## src/slcan_line_decoder_defines.svh

```systemverilog
// ----------------------------------------------------------------------------
// slcan line decoder assertion macros
// shared concurrent check forms used by the decoder rtl
// ----------------------------------------------------------------------------
`ifndef SLCAN_LINE_DECODER_DEFINES_SVH
`define SLCAN_LINE_DECODER_DEFINES_SVH

// same-cycle implication, checked on every rising clk outside reset
`define SLCAN_ASSERT_SAME(label, ante, cons, msg) \
	label: assert property (@(posedge clk) disable iff (!arst_n) (ante) |-> (cons)) \
		else $error(msg);

// next-cycle implication
`define SLCAN_ASSERT_NEXT(label, ante, cons, msg) \
	label: assert property (@(posedge clk) disable iff (!arst_n) (ante) |=> (cons)) \
		else $error(msg);

`endif

```

## src/slcan_pkg.sv

```systemverilog
// ----------------------------------------------------------------------------
// slcan package
// character codes, frame type and hex digit decoding for the line decoder
// ----------------------------------------------------------------------------
package slcan_pkg;

	localparam int DEF_MAX_DATA_BYTES = 8;

	localparam logic [7:0] CHAR_CR      = 8'h0D;
	localparam logic [7:0] CHAR_EXT_T   = 8'h54; // 'T'
	localparam logic [7:0] CHAR_EXT_R   = 8'h52; // 'R'
	localparam logic [7:0] CHAR_STD_T   = 8'h74; // 't'
	localparam logic [7:0] CHAR_STD_R   = 8'h72; // 'r'

	localparam logic [3:0] EXT_ID_DIGITS = 4'd8;
	localparam logic [3:0] STD_ID_DIGITS = 4'd3;
	localparam logic [4:0] MIN_LINE      = 5'd5;
	localparam logic [4:0] POS_MAX       = 5'd31;

	typedef struct packed {
		logic [31:0] can_id;
		logic        extended;
		logic [3:0]  data_length;
		logic [63:0] payload;
	} frame_t;

	typedef struct packed {
		logic       ok;
		logic [3:0] val;
	} hex_t;

	function automatic hex_t hex_decode(input logic [7:0] c);
		hex_t h;
		h.ok  = 1'b1;
		h.val = 4'd0;
		if (c >= 8'h30 && c <= 8'h39) begin
			h.val = c[3:0];
		end else if ((c >= 8'h41 && c <= 8'h46) || (c >= 8'h61 && c <= 8'h66)) begin
			// letters a-f sit at 1..6 in the low nibble for either case
			h.val = c[3:0] + 4'd9;
		end else begin
			h.ok = 1'b0;
		end
		return h;
	endfunction

endpackage

```

## src/slcan_parse.sv

```systemverilog
// ----------------------------------------------------------------------------
// slcan line parser
// input character register and per-line state; builds one frame per well formed line
// ----------------------------------------------------------------------------
module slcan_parse import slcan_pkg::*; #(
	parameter int MAX_DATA_BYTES = DEF_MAX_DATA_BYTES
) (
	input  logic       clk,
	input  logic       arst_n,
	input  logic       rx_valid,
	output logic       rx_ready,
	input  logic [7:0] rx_byte,
	input  logic       slot_free,
	output logic       load,
	output frame_t     frame
);

	logic        valid_s1;
	logic [7:0]  byte_s1;
	logic        advance;

	logic [4:0]  pos_q;
	logic        ext_q;
	logic        bad_q;
	logic [31:0] id_q;
	logic [3:0]  decl_q;
	logic [3:0]  hi_q;
	logic [3:0]  nbytes_q;
	logic [63:0] data_q;

	logic [4:0]  pos_d;
	logic        ext_d;
	logic        bad_d;
	logic [31:0] id_d;
	logic [3:0]  decl_d;
	logic [3:0]  hi_d;
	logic [3:0]  nbytes_d;
	logic [63:0] data_d;

	hex_t        hex;
	logic [4:0]  id_digits;
	logic [4:0]  q;
	logic        is_cr;
	logic        line_ok;

	assign advance  = valid_s1 && slot_free;
	assign rx_ready = !valid_s1 || advance;

	always_ff @(posedge clk or negedge arst_n) begin
		if (!arst_n) begin
			valid_s1 <= 1'b0;
		end else if (rx_ready) begin
			valid_s1 <= rx_valid;
		end
	end

	always_ff @(posedge clk) begin
		if (rx_ready && rx_valid) begin
			byte_s1 <= rx_byte;
		end
	end

	assign hex       = hex_decode(byte_s1);
	assign id_digits = {1'b0, (ext_q ? EXT_ID_DIGITS : STD_ID_DIGITS)};
	assign q         = pos_q - (id_digits + 5'd2);
	assign is_cr     = (byte_s1 == CHAR_CR);
	assign line_ok   = !bad_q && (pos_q >= MIN_LINE) && (pos_q >= id_digits + 5'd2);

	always_comb begin
		pos_d    = pos_q;
		ext_d    = ext_q;
		bad_d    = bad_q;
		id_d     = id_q;
		decl_d   = decl_q;
		hi_d     = hi_q;
		nbytes_d = nbytes_q;
		data_d   = data_q;
		if (is_cr) begin
			pos_d    = '0;
			ext_d    = 1'b0;
			bad_d    = 1'b0;
			id_d     = '0;
			decl_d   = '0;
			hi_d     = '0;
			nbytes_d = '0;
			data_d   = '0;
		end else begin
			if (pos_q != POS_MAX) begin
				pos_d = pos_q + 5'd1;
			end
			if (!bad_q) begin
				priority if (pos_q == 5'd0) begin
					if (byte_s1 == CHAR_EXT_T || byte_s1 == CHAR_EXT_R) begin
						ext_d = 1'b1;
					end else if (byte_s1 == CHAR_STD_T || byte_s1 == CHAR_STD_R) begin
						ext_d = 1'b0;
					end else begin
						bad_d = 1'b1;
					end
				end else if (pos_q <= id_digits) begin
					if (!hex.ok) begin
						bad_d = 1'b1;
					end else begin
						id_d = {id_q[27:0], hex.val};
					end
				end else if (pos_q == id_digits + 5'd1) begin
					if (!hex.ok || hex.val > 4'(MAX_DATA_BYTES)) begin
						bad_d = 1'b1;
					end else begin
						decl_d = hex.val;
					end
				end else if (q < {decl_q, 1'b0}) begin
					if (!hex.ok) begin
						bad_d = 1'b1;
					end else if (!q[0]) begin
						hi_d = hex.val;
					end else if (!nbytes_q[3]) begin
						// slot is still zero, so a plain write equals an or
						data_d[{nbytes_q[2:0], 3'b000} +: 8] = {hi_q, hex.val};
						nbytes_d = nbytes_q + 4'd1;
					end
				end else begin
					// characters past the declared payload are ignored
					hi_d = hi_q;
				end
			end
		end
	end

	always_ff @(posedge clk or negedge arst_n) begin
		if (!arst_n) begin
			pos_q    <= '0;
			ext_q    <= 1'b0;
			bad_q    <= 1'b0;
			id_q     <= '0;
			decl_q   <= '0;
			hi_q     <= '0;
			nbytes_q <= '0;
			data_q   <= '0;
		end else if (advance) begin
			pos_q    <= pos_d;
			ext_q    <= ext_d;
			bad_q    <= bad_d;
			id_q     <= id_d;
			decl_q   <= decl_d;
			hi_q     <= hi_d;
			nbytes_q <= nbytes_d;
			data_q   <= data_d;
		end
	end

	assign load              = advance && is_cr && line_ok;
	assign frame.can_id      = id_q;
	assign frame.extended    = ext_q;
	assign frame.data_length = nbytes_q;
	assign frame.payload     = data_q;

endmodule

```

## src/slcan_out.sv

```systemverilog
// ----------------------------------------------------------------------------
// slcan output register
// holds one finished frame until the receiver takes the transaction
// ----------------------------------------------------------------------------
module slcan_out import slcan_pkg::*; (
	input  logic        clk,
	input  logic        arst_n,
	input  logic        load,
	input  frame_t      frame,
	output logic        slot_free,
	output logic        frame_valid,
	input  logic        frame_ready,
	output logic [31:0] can_id,
	output logic        extended,
	output logic [3:0]  data_length,
	output logic [63:0] payload
);

	logic   valid_q;
	frame_t frame_q;

	assign slot_free = !valid_q || frame_ready;

	always_ff @(posedge clk or negedge arst_n) begin
		if (!arst_n) begin
			valid_q <= 1'b0;
		end else if (load) begin
			valid_q <= 1'b1;
		end else if (frame_ready) begin
			valid_q <= 1'b0;
		end
	end

	always_ff @(posedge clk) begin
		if (load) begin
			frame_q <= frame;
		end
	end

	assign frame_valid = valid_q;
	assign can_id      = frame_q.can_id;
	assign extended    = frame_q.extended;
	assign data_length = frame_q.data_length;
	assign payload     = frame_q.payload;

endmodule

```

## src/slcan_line_decoder.sv

```systemverilog
// ----------------------------------------------------------------------------
// slcan line decoder
// ascii serial line to can frame parser, when not stalled one character per cycle
// ----------------------------------------------------------------------------
// usage:
//   rx channel (rx_valid/rx_ready/rx_byte) carries one received character per
//   transaction. a carriage return closes the line; if the line is well formed
//   one frame transaction follows on the frame channel (frame_valid/
//   frame_ready with can_id, extended, data_length, payload).
//   path: an accepted carriage return is captured in the input register, and the
//   frame is then written into the result register once that register is free,
//   which presents it on the frame channel.
//   throughput: one character per cycle unless stalled, set by the single input
//   register feeding the line state and the result register.
//   stall: while a frame waits in the result register and frame_ready is low,
//   the input register holds its character and rx_ready drops once it is full.
//   reset: arst_n clears the line state and both valid flags; the first
//   character after reset starts a new line.
// ----------------------------------------------------------------------------
`include "slcan_line_decoder_defines.svh"

module slcan_line_decoder import slcan_pkg::*; #(
	parameter int MAX_DATA_BYTES = DEF_MAX_DATA_BYTES
) (
	input  logic        clk,
	input  logic        arst_n,
	input  logic        rx_valid,
	output logic        rx_ready,
	input  logic [7:0]  rx_byte,
	output logic        frame_valid,
	input  logic        frame_ready,
	output logic [31:0] can_id,
	output logic        extended,
	output logic [3:0]  data_length,
	output logic [63:0] payload
);

	logic   slot_free;
	logic   load;
	frame_t frame;

	slcan_parse #(
		.MAX_DATA_BYTES(MAX_DATA_BYTES)
	) u_parse (
		.clk      (clk),
		.arst_n   (arst_n),
		.rx_valid (rx_valid),
		.rx_ready (rx_ready),
		.rx_byte  (rx_byte),
		.slot_free(slot_free),
		.load     (load),
		.frame    (frame)
	);

	slcan_out u_out (
		.clk        (clk),
		.arst_n     (arst_n),
		.load       (load),
		.frame      (frame),
		.slot_free  (slot_free),
		.frame_valid(frame_valid),
		.frame_ready(frame_ready),
		.can_id     (can_id),
		.extended   (extended),
		.data_length(data_length),
		.payload    (payload)
	);

	// a frame may only be loaded into a free result slot
	`SLCAN_ASSERT_SAME(a_load_free, load, slot_free, "frame loaded over a waiting frame")
	// decoded length never exceeds the configured maximum
	`SLCAN_ASSERT_SAME(a_len_max, frame_valid, data_length <= 4'(MAX_DATA_BYTES),
		"data length above maximum")
	// a standard identifier has only three hex digits
	`SLCAN_ASSERT_SAME(a_std_id, frame_valid && !extended, can_id[31:12] == 20'd0,
		"standard identifier too wide")
	// a load always produces a waiting frame next cycle
	`SLCAN_ASSERT_NEXT(a_load_shown, load, frame_valid, "loaded frame not presented")

endmodule
```

## config.mk

```make
export PLATFORM = sky130hd
export DESIGN_NAME = slcan_line_decoder
export DESIGN_NICKNAME = d
export VERILOG_FILES = /design/src/slcan_pkg.sv /design/src/slcan_parse.sv /design/src/slcan_out.sv /design/src/slcan_line_decoder.sv
export VERILOG_INCLUDE_DIRS = /design/src /design/src/src
export SDC_FILE = /design/constraint.sdc
export NUM_CORES = 1
export LEC_CHECK = 0
export BUFFER_PORTS_ARGS = -buffer_cell sky130_fd_sc_hd__clkbuf_2
export CORE_MARGIN = 2
export CORE_UTILIZATION = 46
export CTS_CLUSTER_SIZE = 25
export DETAILED_ROUTE_END_ITERATION = 10
export MAX_ROUTING_LAYER = met4
export PLACE_DENSITY = 0.77
export SYNTH_ARGS = -nofsm -noshare
export SYNTH_HDL_FRONTEND = slang
export SYNTH_HIERARCHICAL = 1
export SYNTH_SLANG_ARGS = --single-unit
export TNS_END_PERCENT = 10
```

## constraint.sdc

```tcl
create_clock -name clk -period 27.6 [get_ports clk]
set_input_delay 1.38 -clock clk [delete_from_list [all_inputs] [get_ports clk]]
set_output_delay 1.38 -clock clk [all_outputs]
set_load 0.02 [all_outputs]
```

==> insert_results.sql <==
INSERT INTO impl_metrics (metric_group, metric, value, unit) VALUES
('detailed_routing', 'wl_per_cell', '19.7', 'um'),
('place', 'io_buffers', '114', ''),
('power_and_ir_drop', 'powerDensity', '76.2', 'nW/um^2'),
('critical_path', 'cp_max_fo', '32', ''),
('hold_path', 'hold_path.class', 'reg2reg', ''),
('cts', 'cts_hold_buffers', '0', ''),
('die', 'floorplan.io_pins', '115', ''),
('cts', 'cts_resized', '0', ''),
('finish', 'drive_gt1_share', '26.0', '%'),
('finish', 'filler_cell_count', '1507', ''),
('grt', 'grt_pass1_vias', '5430', ''),
('cts', 'numCtsBuffers', '22', ''),
('job', 'drv.max_cap_violation_count', '0', ''),
('sta', 'unrepaired_setup_endpoints_after_global_routing', 'no', ''),
('synthesis', 'postSynthAreaPerCell', '15.4', 'um^2'),
('sta', 'final_critical_path_setup_slack', '23660', 'ps'),
('detailed_routing', 'drt_first_pass_iters', '4', ''),
('sta', 'tightestPinTransition', '1250', 'ps'),
('cts', 'cts-root-to-sink-buffers', '3', ''),
('detailed_routing', 'num_vias', '5361', ''),
('power_and_ir_drop', 'power.total', '782', 'uW'),
('critical_path', 'required_time_worst_endpoint', '27970', 'ps'),
('place', 'preCtsSetupSlack', '23320', 'ps'),
('detailed_routing', 'initialDrtViolationCount', '366', ''),
('sta', 'totalNegativeSetupSlack', '0', 'ps'),
('critical_path', 'rr_startpoint', 'u_parse/ext_q', ''),
('synthesis', 'yosys_most_used_dff', 'sky130_fd_sc_hd__dfrtp_1', ''),
('cts', 'clk_pin_slew_worst_paths', '60', 'ps'),
('sta', 'timing.final.max_slew_violations', '0', ''),
('die', 'floorplan.initialDensity', '46.7', '%'),
('finish', 'net_total_in_the_final_layout', '720', ''),
('synthesis', 'yosysWarnings', '6', ''),
('critical_path', 'worstSetupStartpointType', 'register', ''),
('place', 'post-place-cells', '898', ''),
('place', 'gpl.final_weighted_congestion', '0.810', ''),
('sta', 'max_clock_freq', '254', 'MHz'),
('synthesis', 'synthesis.area', '8710', 'um^2'),
('die', 'die_width', '142', 'um'),
('die', 'core', '18600', 'um^2'),
('cts', 'clockRootBuffer', 'sky130_fd_sc_hd__clkbuf_16', ''),
('die', 'row_count', '50', ''),
('sta', 'min_period', '3940', 'ps'),
('critical_path', 'worst-r2r-setup-slack', '23660', 'ps'),
('critical_path', 'worst_setup_path_startpoint', 'u_parse/ext_q', ''),
('synthesis', 'synth_nets', '599', ''),
('cts', 'cts.sinks', '226', ''),
('cts', 'cts_setup_buffers', '0', ''),
('sta', 'post-route-period-util', '14.3', '%'),
('finish', 'final_cell_count_no_fill', '938', ''),
('die', 'die_area', '20100', 'um^2'),
('critical_path', 'endpoint_kind', 'register', ''),
('grt', 'grt_antenna_before_repair', '0', ''),
('power_and_ir_drop', 'ir_worst_vdd', '0.0428', 'mV'),
('run_status', 'status', 'completed', ''),
('detailed_routing', 'drt-vias-per-instance', '5.72', ''),
('synthesis', 'synth_cells', '567', ''),
('synthesis', 'ys_seq_elements', '226', ''),
('finish', 'most_common_library_cell_in_the_layout_ignoring_fill_and_taps', 'sky130_fd_sc_hd__dfrtp_1', ''),
('synthesis', 'ys_seq_area_share', '71.2', '%'),
('sta', 'clock_skew', '31.4', 'ps'),
('critical_path', 'reg2regPathDepth', '7', ''),
('detailed_routing', 'antenna_violating_nets_post_route', '0', ''),
('critical_path', 'crit_end', 'u_parse/id_q[28]', ''),
('detailed_routing', 'drcViolationCount', '0', ''),
('cts', 'clk-insertion-delay-late', '510', 'ps'),
('grt', 'overflow', '0', ''),
('detailed_routing', 'postRouteWirelength', '18.5', 'mm'),
('place', 'detailedPlacementHpwl', '12.3', 'mm'),
('synthesis', 'unique_masters_post_synth', '66', ''),
('synthesis', 'synth-async-reset-ratio', '51.8', '%'),
('finish', 'area_delta_synth_final', '17.9', '%');
## worst max-delay path: stages (launching register included)
cell and delay [ps]:
sky130_fd_sc_hd__dfrtp_1 470, sky130_fd_sc_hd__inv_1 120, sky130_fd_sc_hd__ha_1 380, sky130_fd_sc_hd__or4b_4 500
sky130_fd_sc_hd__or2_2 340, sky130_fd_sc_hd__a221oi_4 1000, sky130_fd_sc_hd__o21bai_2 630, sky130_fd_sc_hd__a22o_1 360
## per-stage QoR
| step | area (um^2) | util, % |
|---|---|---|
| after floorplan | 8710 | - |
| after global placement | 9510 | 51.0 |
| after detailed placement | 9510 | 51.0 |
| after CTS | 10300 | 55.1 |
| after global routing | 10300 | 55.1 |
| final | 10300 | 55.1 |
## sequential cells by signal, summed over array words and instances, names as in the netlist
signal / count
u_parse/nbytes_q: 4
u_parse/id_q: 32
u_parse/byte_s1: 8
u_out/payload: 64
u_parse/valid_s1: 1
u_parse/pos_q: 5
u_out/frame_valid: 1
u_parse/ext_q: 1
u_out/data_length: 4
u_parse/data_q: 64
u_parse/bad_q: 1
u_parse/decl_q: 4
u_out/can_id: 32
u_parse/hi_q: 4
u_out/extended: 1
## synth_stat cells (4+ instances only)
cell	instances	area (um^2)
sky130_fd_sc_hd__nand3_1	7	35.0
sky130_fd_sc_hd__nor2_1	16	60.1
sky130_fd_sc_hd__a21oi_1	10	50.1
sky130_fd_sc_hd__ha_1	19	238
sky130_fd_sc_hd__edfxtp_1	109	3270
sky130_fd_sc_hd__mux2i_1	18	180
sky130_fd_sc_hd__a32o_1	4	40.0
sky130_fd_sc_hd__o2bb2ai_1	7	61.3
sky130_fd_sc_hd__clkbuf_1	9	33.8
sky130_fd_sc_hd__inv_1	22	82.6
sky130_fd_sc_hd__o21ai_0	17	85.1
sky130_fd_sc_hd__and2_1	7	43.8
sky130_fd_sc_hd__nor4b_1	4	35.0
sky130_fd_sc_hd__buf_6	4	45.0
sky130_fd_sc_hd__a21oi_2	5	43.8
sky130_fd_sc_hd__and3_1	6	37.5
sky130_fd_sc_hd__dfrtp_1	117	2930
sky130_fd_sc_hd__a22o_1	70	613
sky130_fd_sc_hd__a31oi_1	5	31.3
sky130_fd_sc_hd__buf_1	4	15.0
sky130_fd_sc_hd__nand2_1	31	116
sky130_fd_sc_hd__mux2_2	6	67.6
sky130_fd_sc_hd__a21o_1	4	30.0
## cell type report
class	count	area, um^2	area share [%]
sequential	226	6200	60.4
clock inverter	13	155	1.51
tap	234	293	2.85
inverter	22	82.6	0.804
timing repair buffer	118	603	5.87
multi-input combinational	298	2330	22.7
clock buffer	27	601	5.85
## report_power, final
group | internal [mW] | switching, mW | leakage [nW]
clock | 0.184 | 0.124 | 0.379
sequential | 0.361 | 0.0160 | 2.51
combinational | 0.0353 | 0.0619 | 1.49
total | 0.580 | 0.202 | 4.37
## cell families after synthesis
group | Yosys count | share of synthesized area [%]
AND/OR/NAND/NOR | 105 | 6.94
adder cells (fa/ha/maj) | 20 | 2.96
AO/OA/AOI/OAI | 145 | 13.4
flip-flops | 226 | 71.2
XOR/XNOR | 4 | 0.402
buffers and inverters | 43 | 2.28
multiplexers | 24 | 2.84
## metal layers
metal	wire [um]	GRT usage, %	up-vias
met2	9160	31.1	174
met1	8000	26.1	2748
met3	861	2.70	41
met5	0	-	-
li1	-	-	2398
met4	458	6.26	0
## worst min-delay path by stage
| stage | from | to | slack [ps] | depth (start not counted) |
|---|---|---|---|---|
| global placement | u_parse/data_q[15] | u_out/payload[15] | 430 | 0 |
| floorplan | u_parse/data_q[32] | u_out/payload[32] | 420 | 0 |
| CTS | u_parse/data_q[32] | u_out/payload[32] | 440 | 0 |
| global route | u_parse/data_q[23] | u_out/payload[23] | 460 | 0 |
| finish | u_parse/data_q[32] | u_out/payload[32] | 430 | 0 |
| detailed placement | u_parse/data_q[19] | u_out/payload[19] | 430 | 0 |
Power figures use the tool's default switching activity.
